## src/rtl/lna_pkg.sv

```systemverilog
// Package for the ASCII line assembler: codes, character constants,
// register indexes and the sequencer state type. No dependencies.
`default_nettype none

package lna_pkg;

	// default line store depth
	localparam int LINE_DEPTH_DEF = 64;

	// configuration port
	localparam int CFG_W     = 7;
	localparam int CFG_IDX_W = 2;

	localparam logic [CFG_IDX_W-1:0] REG_LINE_CAP   = 2'd0;
	localparam logic [CFG_IDX_W-1:0] REG_READER_CAP = 2'd1;

	localparam logic [CFG_W-1:0] LINE_CAP_RST   = 7'd64;
	localparam logic [CFG_W-1:0] READER_CAP_RST = 7'd64;

	// input opcodes
	localparam logic OP_BYTE  = 1'b0;
	localparam logic OP_CLEAR = 1'b1;

	// result kinds
	localparam logic KIND_CHAR = 1'b0;
	localparam logic KIND_ERR  = 1'b1;

	// character classes
	localparam logic [7:0] CHAR_MIN_PRINT = 8'd32;
	localparam logic [7:0] CHAR_MAX_PRINT = 8'd126;
	localparam logic [7:0] CHAR_NL        = 8'd10;
	localparam logic [7:0] CHAR_CR        = 8'd13;

	typedef enum logic [1:0] {
		ST_IDLE,
		ST_ERR,
		ST_RD,
		ST_DATA
	} lna_state_t;

endpackage

`default_nettype wire

```

## src/rtl/lna_line_ram.sv

```systemverilog
// Line store: one write port, one read port, registered read data.
// Depends on nothing; depth and address width come from the parent.
`default_nettype none

module lna_line_ram #(
	parameter int DEPTH  = 64,
	parameter int ADDR_W = 6
) (
	input  wire logic              clk,
	input  wire logic              wr_en,
	input  wire logic [ADDR_W-1:0] wr_addr,
	input  wire logic [7:0]        wr_data,
	input  wire logic              rd_en,
	input  wire logic [ADDR_W-1:0] rd_addr,
	output logic      [7:0]        rd_data
);

	logic [7:0] mem [DEPTH];

	// write port
	always_ff @(posedge clk) begin
		if (wr_en) begin
			mem[wr_addr] <= wr_data;
		end
	end

	// read port, data held until the next read
	always_ff @(posedge clk) begin
		if (rd_en) begin
			rd_data <= mem[rd_addr];
		end
	end

endmodule

`default_nettype wire

```

## src/rtl/lna_ctrl.sv

```systemverilog
// Line assembler sequencer: byte classification, line length and drop
// state, configuration registers, line readout and the output word register.
// Depends on lna_pkg; drives the line store ports.
`default_nettype none

module lna_ctrl #(
	parameter int LINE_DEPTH = lna_pkg::LINE_DEPTH_DEF,
	parameter int LEN_W      = $clog2(LINE_DEPTH)
) (
	input  wire logic                           clk,
	input  wire logic                           arst_n,
	// input words
	input  wire logic                           s_tvalid,
	output logic                                s_tready,
	input  wire logic [7:0]                     s_tdata,
	input  wire logic                           s_tuser,
	// result words
	output logic                                m_tvalid,
	input  wire logic                           m_tready,
	output logic      [7:0]                     m_tdata,
	output logic                                m_tuser,
	output logic                                m_tlast,
	// configuration writes
	input  wire logic                           cfg_valid,
	output logic                                cfg_ready,
	input  wire logic [lna_pkg::CFG_IDX_W-1:0]  cfg_index,
	input  wire logic [lna_pkg::CFG_W-1:0]      cfg_data,
	// line store
	output logic                                wr_en,
	output logic      [LEN_W-1:0]               wr_addr,
	output logic      [7:0]                     wr_data,
	output logic                                rd_en,
	output logic      [LEN_W-1:0]               rd_addr,
	input  wire logic [7:0]                     rd_data
);

	// compare width: holds LINE_DEPTH and any 7-bit capacity plus one
	localparam int CMP_W = ((LEN_W > lna_pkg::CFG_W) ? LEN_W : lna_pkg::CFG_W) + 1;

	lna_pkg::lna_state_t state_q, state_d;

	logic [LEN_W-1:0]          len_q, len_d;
	logic                      drop_q, drop_d;
	logic [LEN_W-1:0]          rd_q, rd_d;
	logic [LEN_W-1:0]          last_q, last_d;
	logic [lna_pkg::CFG_W-1:0] line_cap_q, reader_cap_q;

	logic       ovalid_q;
	logic [7:0] ochar_q;
	logic       okind_q, olast_q;

	logic       accept, slot_free;
	logic       load, load_kind, load_last;
	logic [7:0] load_char;

	logic [CMP_W-1:0] len_inc, cap_line, cap_eff, depth_c, cap_rdr;
	logic             is_print, line_full, rdr_over;

	assign s_tready  = (state_q == lna_pkg::ST_IDLE);
	assign accept    = s_tvalid && s_tready;
	assign slot_free = !ovalid_q || m_tready;
	assign cfg_ready = 1'b1;

	// capacity checks
	assign len_inc   = CMP_W'(len_q) + CMP_W'(1);
	assign cap_line  = CMP_W'(line_cap_q);
	assign depth_c   = CMP_W'(LINE_DEPTH);
	assign cap_eff   = (cap_line > depth_c) ? depth_c : cap_line;
	assign cap_rdr   = CMP_W'(reader_cap_q);
	assign line_full = (len_inc >= cap_eff);
	assign rdr_over  = (len_inc > cap_rdr);
	assign is_print  = (s_tdata >= lna_pkg::CHAR_MIN_PRINT) &&
	                   (s_tdata <= lna_pkg::CHAR_MAX_PRINT);

	assign wr_addr = len_q;
	assign wr_data = s_tdata;
	assign rd_addr = rd_q;

	// next state and control
	always_comb begin
		state_d   = state_q;
		len_d     = len_q;
		drop_d    = drop_q;
		rd_d      = rd_q;
		last_d    = last_q;
		wr_en     = 1'b0;
		rd_en     = 1'b0;
		load      = 1'b0;
		load_kind = lna_pkg::KIND_CHAR;
		load_char = 8'd0;
		load_last = 1'b0;
		unique case (state_q)
			lna_pkg::ST_IDLE: begin
				if (accept) begin
					priority if (s_tuser == lna_pkg::OP_CLEAR) begin
						len_d  = '0;
						drop_d = 1'b0;
					end else if (drop_q) begin
						if (s_tdata == lna_pkg::CHAR_NL) begin
							drop_d = 1'b0;
							len_d  = '0;
						end
					end else if (s_tdata == lna_pkg::CHAR_CR) begin
						// carriage return ignored
					end else if (s_tdata == lna_pkg::CHAR_NL) begin
						if (len_q != '0) begin
							len_d = '0;
							if (rdr_over) begin
								state_d = lna_pkg::ST_ERR;
							end else begin
								rd_d    = '0;
								last_d  = len_q - LEN_W'(1);
								state_d = lna_pkg::ST_RD;
							end
						end
					end else if (!is_print || line_full) begin
						drop_d  = 1'b1;
						len_d   = '0;
						state_d = lna_pkg::ST_ERR;
					end else begin
						wr_en = 1'b1;
						len_d = len_q + LEN_W'(1);
					end
				end
			end
			lna_pkg::ST_ERR: begin
				if (slot_free) begin
					load      = 1'b1;
					load_kind = lna_pkg::KIND_ERR;
					load_last = 1'b1;
					state_d   = lna_pkg::ST_IDLE;
				end
			end
			lna_pkg::ST_RD: begin
				rd_en   = 1'b1;
				state_d = lna_pkg::ST_DATA;
			end
			lna_pkg::ST_DATA: begin
				if (slot_free) begin
					load      = 1'b1;
					load_char = rd_data;
					load_last = (rd_q == last_q);
					if (rd_q == last_q) begin
						state_d = lna_pkg::ST_IDLE;
					end else begin
						rd_d    = rd_q + LEN_W'(1);
						state_d = lna_pkg::ST_RD;
					end
				end
			end
			default: state_d = lna_pkg::ST_IDLE;
		endcase
	end

	// control registers
	always_ff @(posedge clk or negedge arst_n) begin
		if (!arst_n) begin
			state_q <= lna_pkg::ST_IDLE;
			len_q   <= '0;
			drop_q  <= 1'b0;
		end else begin
			state_q <= state_d;
			len_q   <= len_d;
			drop_q  <= drop_d;
		end
	end

	// readout counters
	always_ff @(posedge clk) begin
		rd_q   <= rd_d;
		last_q <= last_d;
	end

	// configuration registers
	always_ff @(posedge clk or negedge arst_n) begin
		if (!arst_n) begin
			line_cap_q   <= lna_pkg::LINE_CAP_RST;
			reader_cap_q <= lna_pkg::READER_CAP_RST;
		end else if (cfg_valid && cfg_ready) begin
			if (cfg_index == lna_pkg::REG_LINE_CAP) begin
				line_cap_q <= cfg_data;
			end else if (cfg_index == lna_pkg::REG_READER_CAP) begin
				reader_cap_q <= cfg_data;
			end
		end
	end

	// output word register
	always_ff @(posedge clk or negedge arst_n) begin
		if (!arst_n) begin
			ovalid_q <= 1'b0;
		end else if (load) begin
			ovalid_q <= 1'b1;
		end else if (m_tready) begin
			ovalid_q <= 1'b0;
		end
	end

	always_ff @(posedge clk) begin
		if (load) begin
			ochar_q <= load_char;
			okind_q <= load_kind;
			olast_q <= load_last;
		end
	end

	assign m_tvalid = ovalid_q;
	assign m_tdata  = ochar_q;
	assign m_tuser  = okind_q;
	assign m_tlast  = olast_q;

`ifndef SYNTHESIS
	a_drop_empty: assert property (@(posedge clk) disable iff (!arst_n)
		drop_q |-> (len_q == '0))
		else $error("line length nonzero while dropping");

	a_rd_in_line: assert property (@(posedge clk) disable iff (!arst_n)
		(state_q == lna_pkg::ST_RD || state_q == lna_pkg::ST_DATA) |-> (rd_q <= last_q))
		else $error("readout index past end of line");

	a_wr_idle: assert property (@(posedge clk) disable iff (!arst_n)
		wr_en |-> (state_q == lna_pkg::ST_IDLE))
		else $error("line store written outside idle");

	a_no_overwrite: assert property (@(posedge clk) disable iff (!arst_n)
		load |-> (!ovalid_q || m_tready))
		else $error("pending result word overwritten");

	a_read_then_data: assert property (@(posedge clk) disable iff (!arst_n)
		rd_en |=> (state_q == lna_pkg::ST_DATA))
		else $error("store read not followed by data stage");
`endif

endmodule

`default_nettype wire

```

## src/rtl/ascii_line_assembler_core.sv

```systemverilog
// ASCII line assembler top level: sequencer plus line store memory.
// Depends on lna_pkg, lna_ctrl and lna_line_ram.
//
//   channel  | signals                               | word layout
//   s_*      | s_tvalid s_tready s_tdata s_tuser     | tdata rx_byte, tuser opcode
//   m_*      | m_tvalid m_tready m_tdata m_tuser ... | tdata char_out, tuser kind, tlast last
//   cfg_*    | cfg_valid cfg_ready cfg_index cfg_data| index 0 line_capacity, 1 reader_capacity
//
// A byte that produces no result keeps input ready; the next word is taken the cycle after.
// An error result holds the input until its word is loaded. A line streams out in order:
// each character is one store read then an output load. Reset sets both capacities to 64.
// Input is not taken while a line or error result is in progress; output stalls hold
// the readout. Reset also clears length and drop state; the store needs no clearing.
`default_nettype none

module ascii_line_assembler_core #(
	parameter int LINE_DEPTH = lna_pkg::LINE_DEPTH_DEF
) (
	input  wire logic                          clk,
	input  wire logic                          arst_n,
	input  wire logic                          s_tvalid,
	output logic                               s_tready,
	input  wire logic [7:0]                    s_tdata,   // [7:0] rx_byte
	input  wire logic                          s_tuser,   // [0] opcode
	output logic                               m_tvalid,
	input  wire logic                          m_tready,
	output logic      [7:0]                    m_tdata,   // [7:0] char_out
	output logic                               m_tuser,   // [0] kind
	output logic                               m_tlast,
	input  wire logic                          cfg_valid,
	output logic                               cfg_ready,
	input  wire logic [lna_pkg::CFG_IDX_W-1:0] cfg_index,
	input  wire logic [lna_pkg::CFG_W-1:0]     cfg_data
);

	localparam int LEN_W = $clog2(LINE_DEPTH);

	logic             wr_en, rd_en;
	logic [LEN_W-1:0] wr_addr, rd_addr;
	logic [7:0]       wr_data, rd_data;

	lna_ctrl #(
		.LINE_DEPTH (LINE_DEPTH),
		.LEN_W      (LEN_W)
	) u_ctrl (
		.clk       (clk),
		.arst_n    (arst_n),
		.s_tvalid  (s_tvalid),
		.s_tready  (s_tready),
		.s_tdata   (s_tdata),
		.s_tuser   (s_tuser),
		.m_tvalid  (m_tvalid),
		.m_tready  (m_tready),
		.m_tdata   (m_tdata),
		.m_tuser   (m_tuser),
		.m_tlast   (m_tlast),
		.cfg_valid (cfg_valid),
		.cfg_ready (cfg_ready),
		.cfg_index (cfg_index),
		.cfg_data  (cfg_data),
		.wr_en     (wr_en),
		.wr_addr   (wr_addr),
		.wr_data   (wr_data),
		.rd_en     (rd_en),
		.rd_addr   (rd_addr),
		.rd_data   (rd_data)
	);

	lna_line_ram #(
		.DEPTH  (LINE_DEPTH),
		.ADDR_W (LEN_W)
	) u_ram (
		.clk     (clk),
		.wr_en   (wr_en),
		.wr_addr (wr_addr),
		.wr_data (wr_data),
		.rd_en   (rd_en),
		.rd_addr (rd_addr),
		.rd_data (rd_data)
	);

endmodule

`default_nettype wire
```

## config.mk

```make
export PLATFORM = sky130hd
export DESIGN_NAME = ascii_line_assembler_core
export DESIGN_NICKNAME = d
export VERILOG_FILES = /design/src/rtl/lna_pkg.sv /design/src/rtl/lna_line_ram.sv /design/src/rtl/lna_ctrl.sv /design/src/rtl/ascii_line_assembler_core.sv
export SDC_FILE = /design/constraint.sdc
export NUM_CORES = 1
export LEC_CHECK = 0
export BUFFER_PORTS_ARGS = -buffer_cell sky130_fd_sc_hd__buf_2
export CAP_MARGIN = 10
export CELL_PAD_IN_SITES_DETAIL_PLACEMENT = 1
export CELL_PAD_IN_SITES_GLOBAL_PLACEMENT = 2
export CORE_ASPECT_RATIO = 0.6
export CORE_UTILIZATION = 45
export CTS_BUF_LIST = sky130_fd_sc_hd__clkbuf_8
export DETAILED_ROUTE_END_ITERATION = 7
export PLACE_DENSITY_LB_ADDON = 0.08
export RECOVER_POWER = 100
export SLEW_MARGIN = 20
export SYNTH_ARGS = -nofsm -noshare
export SYNTH_HDL_FRONTEND = slang
export SYNTH_HIERARCHICAL = 1
export SYNTH_SLANG_ARGS = --single-unit
```

## constraint.sdc

```tcl
create_clock -name clk -period 6.25 [get_ports clk]
set_input_delay 1.25 -clock clk [delete_from_list [all_inputs] [get_ports clk]]
set_output_delay 1.25 -clock clk [all_outputs]
set_load 0.02 [all_outputs]
```

==> results of run 1 <==
## per-layer routing
layer / vias up / share of wire, % / track usage (%)
li1: 5023 / - / -
met1: 6430 / 50 / 40.70
met2: 467 / 38 / 30.42
met3: 69 / 10 / 8.689
met4: 0 / 1.3 / 5.404
met5: - / 0 / 0
## synthesized netlist by cell type (9+ instances only)
cell type  number  share of area (%)
and2_1          9               0.25
o21ai_0        15               0.33
edfxtp_1      542                 71
nand2_1        36               0.59
buf_4          18               0.59
mux4_2        124                 12
nor3_1          9               0.20
nor2b_1        15               0.41
clkbuf_1       27               0.44
xor2_1         10               0.38
mux2i_1        18               0.79
dfrtp_1        22                2.4
ha_1           17               0.93
nand3_1        32               0.70
inv_1          15               0.25
mux2_2         14               0.69
nor2_1        103                1.7
buf_2          15               0.33
o22ai_1        22               0.60
## logic make-up after synthesis
group | Yosys count | synth area share [%]
flops | 566 | 73.69
compound gates | 106 | 3.452
other cells | 1 | 0.01637
buf+inv | 86 | 2.021
mux | 156 | 13.67
xor+xnor | 18 | 0.6883
fa+ha+maj | 17 | 0.9286
simple gates | 255 | 5.539
## per-stage QoR
step | hold WS [ps] | power (mW) | util [%] | worst slack [ps] | area, um^2
6_report | 501.1 | 7.939 | 51.14 | 714.5 | 25480
4_1_cts | 505.2 | 8.043 | 51.26 | 1191 | 25540
2_1_floorplan | 472.7 | 4.557 | - | 2581 | 22910
3_3_place_gp | 484.4 | 4.722 | 47.59 | 1350 | 23710
3_5_place_dp | 492.1 | 4.727 | 47.59 | 1291 | 23710
5_1_grt | 537.3 | 8.205 | 51.14 | 475.3 | 25480
## sequential cells by signal, summed over array words and instances (netlist names), 2 cells and up
signal               cells
u_ctrl/last_q            6
u_ctrl/line_cap_q        7
u_ctrl/m_tdata           8
u_ctrl/rd_addr           6
u_ctrl/reader_cap_q      7
u_ctrl/state_q           2
u_ctrl/wr_addr           6
u_ram/mem              512
u_ram/rd_data            8
## power by group through the flow
| stage | Sequential (mW) | Combinational, mW | Clock, mW |
|---|---|---|---|
| 2_1_floorplan | 4.35 | 0.207 | 0 |
| 3_3_place_gp | 4.34 | 0.380 | 0 |
| 3_5_place_dp | 4.34 | 0.384 | 0 |
| 4_1_cts | 4.26 | 0.386 | 3.39 |
| 5_1_grt | 4.27 | 0.398 | 3.54 |
| 6_report | 4.26 | 0.366 | 3.31 |
## area by class of cell
class	instances	area [um^2]	area share [%]
clock inverters	66	658.1	2.583
inverters	18	67.56	0.2652
well taps	682	853.3	3.349
multi-input cells	553	5538	21.74
clock buffers	85	1170	4.592
flip-flops and latches	566	16880	66.25
repair buffers	51	312.8	1.228
## worst max path at each step
stage | startpoint | to | slack (ps) | cells past startpoint
after CTS | u_ctrl/wr_addr[0] | u_ram/mem[25][2] | 1190 | 11
after global routing | s_tdata[1] | u_ctrl/rd_addr[2] | 480 | 7
final | s_tdata[1] | u_ctrl/rd_addr[2] | 710 | 7
after detailed placement | u_ctrl/wr_addr[0] | u_ram/mem[35][1] | 1290 | 12
after global placement | s_tdata[6] | u_ram/mem[58][1] | 1350 | 9
after floorplan | u_ctrl/wr_addr[0] | u_ram/mem[33][0] | 2580 | 13
==> results by stage, run 1 <==
CTS:
- The post-cts repair resize count is 0.
- After clock tree synthesis, the flow added hold-fix buffers numbering 0.
- The buffer levels on the longest clock path is 3.
- Clock tree synthesis found a total of 566 sinks.
- The tree is rooted in a clkbuf_8.
- Post-CTS timing repair inserted 0 buffers for setup.
- The H-tree was split into 3 levels.
- The number of clock buffers added by TritonCTS is between 80 and 90.
- For the worst-skew pair, the clock arrives at the later sink with an insertion delay of between 600 and 700 ps.
- After clock tree synthesis, the clock-pin slew on the worst setup and hold paths is ~60 ps.
- TritonCTS built the clock tree.

Setup path:
- The largest single stage delay on the critical path is 2690 ps.
- Among cell families on the critical path, the largest total delay comes from buffers and inverters.
- In this run the critical register-to-register path is launched from u_ctrl/wr_addr[0].
- The minimum setup slack among reg-to-reg paths is roughly 1000 ps.
- The cell with the largest stage delay on the worst path is clkbuf_1.
- The destination of the worst register-to-register timing path is u_ram/mem[59][4].
- STA classifies the critical path endpoint as a flip-flop.
- The maximum fanout along the worst path is 65.
- For the worst flop-to-flop path, the logic depth is 12.
- The worst setup path is of the primary input to flip-flop kind.
- Data on the critical path arrives at its endpoint at 5860 ps.
- The critical path contains buffers and inverters numbering 2 combined.
- Traced cell by cell, the critical path runs through buf_2 > clkbuf_1 > nor2b_1 > and4b_4 > o21ai_2 > nor4b_4 > a41o_1.
- The startpoint type of the worst setup path is a primary input.
- At the worst endpoint, the required time is approximately 6600 ps.

Finish:
- For this run, the post-layout net count is 1314.
- The leading cell type in the layout, fill and taps excluded is edfxtp_1.
- The area growth from synthesis to layout is 11.23%.
- The number of fill cells in the layout is 4538.
- Of the cells placed in the final design, the portion with a size suffix greater than 1 is roughly 23%.
- Once layout is complete, the cells apart from fillers number 2021.
- Leaving out fill and tap cells, the most frequent cells in the layout are edfxtp_1, mux4_2, nor2_1.
- The number of diodes is 0.

Synthesis:
- The number of library cell types mapped by synthesis is around 70.
- Yosys printed 6 warnings.
- In the synthesized netlist the async set-or-reset flop fraction comes to under 10%.
- After technology mapping, the gate count stands at 1205.
- The cell area that synthesis handed to floorplanning was 0.02291 mm^2.
- The register bit count reported by yosys is 566.
- Synthesis produced a netlist with a net count of 1245.
- The portion of the post-synthesis area used by sequential elements is ~74%.
- The synthesized design contains around 540 enable-type register cells.
- After synthesis, the mean cell area works out to around 19 um^2.
- The top flip-flop cell by instance count after synthesis is edfxtp_1.

STA:
- For the final database, setup skew stands at 13.99 ps.
- The number of max-slew violations in the final report came to roughly 150.
- The maximum operating frequency is 180.7 MHz.
- The total count of hold-check failures in the final report is 0.
- The worst max-slew margin expressed relative to the limit is -156.5%.
- The clock period minus worst slack is ~5500 ps.
- The portion of the clock cycle consumed by the worst path in the final layout is approximately nine tenths.
- The slew of the pin with the lowest slew margin is around 3800 ps.
- The final-layout setup total negative slack is 0 ps.
- Setup repair after global routing left no endpoint under its margin.
- Setup violations remaining at the end of the flow were counted as 0.

Routing:
- The number of remaining DRC errors is 0.
- The final layout contains routed wiring with a total length of 61930 um.
- The number of nets with antenna violations after detailed routing is 0.
- The via count of the routed design is 11990.
- The via density per instance is 5.932.
- The number of iterations in the first detailed-routing pass is 5.
- After detailed routing, the average wire length per cell comes to ~30 um.
- After the first detailed-routing iteration, the DRC count stood at 1274.

Floorplan:
- The die height is between 150 and 200 um.
- The core region is around 0.050 mm^2.
- 36 I/O pins were placed.
- The number of placement rows is between 60 and 70.
- The die is roughly 300 um wide.
- The starting utilization of the core area is a little under half.
- The die outline area is around 0.052 mm^2.

Power and ir drop:
- The standby leakage power is 7.949 nW.
- The areal power density over the cells is just over 300 mW/mm^2.
- In this run, the clock network consumes a little over two fifths of the power.
- In this run, the combinational gates consume approximately 4.6% of the power.
- The total net switching power is around 1.8 mW.
- The internal portion of the total power is ~6 mW.
- Of the total power, registers draw 53.7%.
- The worst vdd rail ir drop is 0.2282 mV.
- The net switching share of the total power is between 20 and 25%.

Worst hold path:
- The destination of the worst hold path is u_ctrl/line_cap_q[0].
- The type of the worst min-delay path is flip-flop to flip-flop.
- The worst hold path cell count is 1.
- The worst hold path begins at u_ctrl/line_cap_q[0].

Global route:
- The overall overflow remaining after global route is 0.
- For this run, the total global-route usage over all layers was measured as about 25%.
- The largest net degree at the start of global routing is 76.
- The initial antenna violation count was 4.
- The wire length of the first global-routing pass is roughly 90000 um.
- The number of global-route vias before repair came to ~12000.

Run:
- Max-cap violations in this run came to 4.

Place:
- The routability-driven placement congestion ratio is 0.8458.
- Detailed placement finished with a half-perimeter wire length of 39970 um.
- The number of placed instances, taps included is 1870.
- Input and output buffers added on the ports amount to 34.

Status:
- The run finished, with violations left.
- The checks that failed: capacitance limit, slew limit.
Note: power is estimated with default switching activity, not from simulation.
==> inputs of run 2 (changes only) <==
Settings changed: CORE_UTILIZATION 45 to 40.
==> run 2 against run 1 <==
The run still ends with capacitance limit, slew limit left. Clock skew grew 22 ps. Global-route usage shrank 1.8 points. Hold slack improved by 8.5 ps. Sequential share of layout area rose by 0.41 points. Fmax increased by 3.7%.
==> results by stage, run 2 (synthesized netlist as in run 1, its figures left out) <==
STA:
- The final count of negative-setup-slack endpoints is 0 (unchanged).
- The total count of hold-check failures in the final report is 0 (unchanged).
- The maximum operating frequency came to 187.3 MHz (was 180.7 MHz).
- The portion of the clock cycle consumed by the worst path in the final layout came to 85.42% (was 88.57%).
- The worst path setup slack after routing is 911.0 ps (was 714.5 ps).
- The slew of the pin with the lowest slew margin was 3980 ps (was 3848 ps).
- The clock period minus worst slack is 5339 ps (was 5536 ps).
- The number of max-slew violations in the final report is 479 (was 149).
- The worst max-slew margin expressed relative to the limit came to -165.4% (was -156.5%).
- Setup repair after global routing missed its margin: false (unchanged).
- The worst hold-check slack was 509.7 ps (was 501.1 ps).
- The clock skew is 36.03 ps (was 13.99 ps).
- The final-layout setup total negative slack is 0 ps (unchanged).

CTS:
- The TritonCTS clock tree is done (unchanged).
- The source-to-sink clock delay at the later pin of the worst-skew pair is 670 ps (was 650 ps).
- The library cell used as clock root buffer was clkbuf_8 (unchanged).
- The H-tree level count came to 3 (unchanged).
- The total of hold buffers inserted after clock tree synthesis is 0 (unchanged).
- The post-cts repair resize count is 0 (unchanged).
- The post-CTS setup repair buffer count is 0 (unchanged).
- The clock net sink count is 566 (unchanged).
- The clock transition at the register clock pins on the worst setup and hold paths after CTS is 70 ps (was 60 ps).
- The buffer levels on the longest clock path is 3 (unchanged).
- The total clock buffers created by CTS is 87 (was 84).

Routing:
- The via count of the routed design was 12150 (was 11990).
- The number of remaining DRC errors is 0 (unchanged).
- The number of iterations in the first detailed-routing pass is 5 (unchanged).
- The number of nets with antenna violations after detailed routing is 0 (unchanged).
- The total length of routed wires is 65880 um (was 61930 um).
- The number of DRC markers after the initial detailed-route iteration is 1152 (was 1274).
- The via density per instance was 5.764 (was 5.932).
- The per-cell routed wire length came to 31.25 um (was 30.64 um).

Finish:
- The number of fill cells in the layout is 5317 (was 4538).
- The flip-flop count of the largest register, all copies and words added was 512 (unchanged).
- The leading cell type in the layout, fill and taps excluded is edfxtp_1 (unchanged).
- Commonest cells after routing, fill and taps aside: edfxtp_1, mux4_2, nor2_1 (unchanged).
- The final instance area came to 0.02532 mm^2 (was 0.02548 mm^2).
- The register with the most flip-flops is u_ram/mem (unchanged).
- The growth of design area from synthesis to finish came to 10.54% (was 11.23%).
- The area taken by flip-flops and latches came to 0.01688 mm^2 (unchanged).
- The proportion of layout cells with a drive suffix above 1 is 21.22% (was 22.70%).
- The count of nets after finishing was 1318 (was 1314).
- The footprint of the multi-input gates was 0.005527 mm^2 (was 0.005538 mm^2).

Power and ir drop:
- The areal power density over the cells came to 299.2 mW/mm^2 (was 311.6 mW/mm^2).
- The total net switching power is 1.805 mW (was 1.791 mW).
- The worst vdd rail ir drop was 0.1475 mV (was 0.2282 mV).
- The register share of total power is 56.2% (was 53.7%).
- The standby leakage power is 7.844 nW (was 7.949 nW).
- The net switching share of the total power is 23.83% (was 22.57%).
- The combinational fraction of design power is 4.9% (was 4.6%).
- The internal portion of total power is 5.771 mW (was 6.147 mW).
- The share of power burned in the clock network is 38.9% (was 41.7%).

Floorplan:
- The die height is 187.4 um (was 176.8 um).
- The number of placement rows is 67 (was 63).
- The total core area is 0.05617 mm^2 (was 0.04982 mm^2).
- The overall die width is 310.9 um (was 293.3 um).
- The die outline area is 0.05826 mm^2 (was 0.05184 mm^2).
- The starting utilization of the core area was 40.78% (was 45.98%).
- The number of top-level pins is 36 (unchanged).

Status:
- Status: complete, but fails checks (unchanged).
- Failing checks: capacitance limit, slew limit (unchanged).

Place:
- The post-DP HPWL is 41200 um (was 39970 um).
- The count of buffers inserted at the top-level ports came to 34 (unchanged).
- The placed instance area came to 0.02381 mm^2 (was 0.02371 mm^2).
- The worst setup slack after placement is 1480 ps (was 1291 ps).
- The routability-driven placement congestion ratio is 0.8092 (was 0.8458).

Run:
- The count of maximum capacitance violations is 13 (was 4).

Worst hold path:
- The destination of the worst hold path is u_ctrl/reader_cap_q[5] (was u_ctrl/line_cap_q[0]).
- The launch instance of the worst min-delay path is u_ctrl/reader_cap_q[5] (was u_ctrl/line_cap_q[0]).
- The worst hold path cell count is 1 (unchanged).
- The type of the worst min-delay path is flip-flop to flip-flop (unchanged).

Global route:
- The overall overflow remaining after global route is 0 (unchanged).
- The number of global-route vias before repair is 12250 (was 12000).
- The initial antenna violation count is 2 (was 4).
- The wire length of the first global-routing pass is 94270 um (was 88980 um).
- The largest net degree at the start of global routing came to 113 (was 76).
- The global-route total usage across every layer is 22.90% (was 24.68%).

Setup path:
- The minimum setup slack among reg-to-reg paths is 910 ps (was 1020 ps).
- The launch point of the worst reg-to-reg path is u_ctrl/wr_addr[0] (unchanged).
- The destination of the worst register-to-register timing path is u_ram/mem[56][1] (was u_ram/mem[59][4]).
- The length in cells of the worst reg-to-reg path is 13 (was 12).
- The maximum fanout along the worst path came to 18 (was 65).
- The startpoint type of the worst setup path is a flip-flop (was primary input).
- The worst setup path category is flip-flop to flip-flop (was primary input to flip-flop).
- The required time of the critical path is 6530 ps (was 6580 ps).
- The arrival time of data at the critical path endpoint is 5620 ps (was 5860 ps).
- The critical path capture point type is a flip-flop (unchanged).
-- run 2: worst max path at each step --
stage                           start               end  slack, ps  cells past startpoint
global route        u_ctrl/wr_addr[0]  u_ram/mem[25][0]        580                     12
floorplan           u_ctrl/wr_addr[0]  u_ram/mem[33][0]       2580                     13
detailed placement  u_ctrl/wr_addr[1]  u_ram/mem[26][1]       1480                     11
finish              u_ctrl/wr_addr[0]  u_ram/mem[56][1]        910                     13
global placement    u_ctrl/wr_addr[1]  u_ram/mem[26][1]       1560                     11
CTS                 u_ctrl/wr_addr[1]  u_ram/mem[26][4]       1440                     11
-- run 2: layout make-up --
cell class / instances / share of cell area [%]
sequential: 566 / 66.66
multi-input combinational: 553 / 21.83
clock buffer: 88 / 4.783
tap: 759 / 3.751
clock inverter: 71 / 1.591
timing repair buffer: 52 / 1.112
inverter: 18 / 0.2668
antenna: 1 / 0.009883
-- run 2: layer usage --
layer	routed length, um	global-route usage, %	up-vias
met5	0	0	-
met4	941	5.002	0
met3	6273	8.016	69
li1	-	-	5033
met2	24600	27.58	471
met1	34060	38.12	6577
-- run 2: power groups by stage --
stage          registers (mW)  clock network, mW  logic, mW
2_1_floorplan            4.35                  0      0.207
3_5_place_dp             4.33                  0      0.398
5_1_grt                  4.26               3.17      0.408
3_3_place_gp             4.33                  0      0.395
4_1_cts                  4.25               3.02      0.399
6_report                 4.26               2.95      0.370
-- run 2: worst max-delay path: stages (launching register included) --
cell and delay (ps):
dfrtp_1 320, clkbuf_1 630, ha_1 390, nand3_1 130, xnor2_1 340, ha_1 310, a21o_1 190, a21o_1 200
a211oi_4 410, nand4_1 200, inv_1 340, inv_1 150, or2_0 530, nor2_1 810
-- run 2: through the flow --
stage / power (mW) / cells / util, %
after global placement: 4.726 / 1948 / 42.38
final: 7.576 / 2108 / 45.08
after global routing: 7.844 / 2107 / 45.08
after CTS: 7.674 / 2107 / 45.26
after floorplan: 4.557 / 1205 / -
after detailed placement: 4.728 / 1948 / 42.38
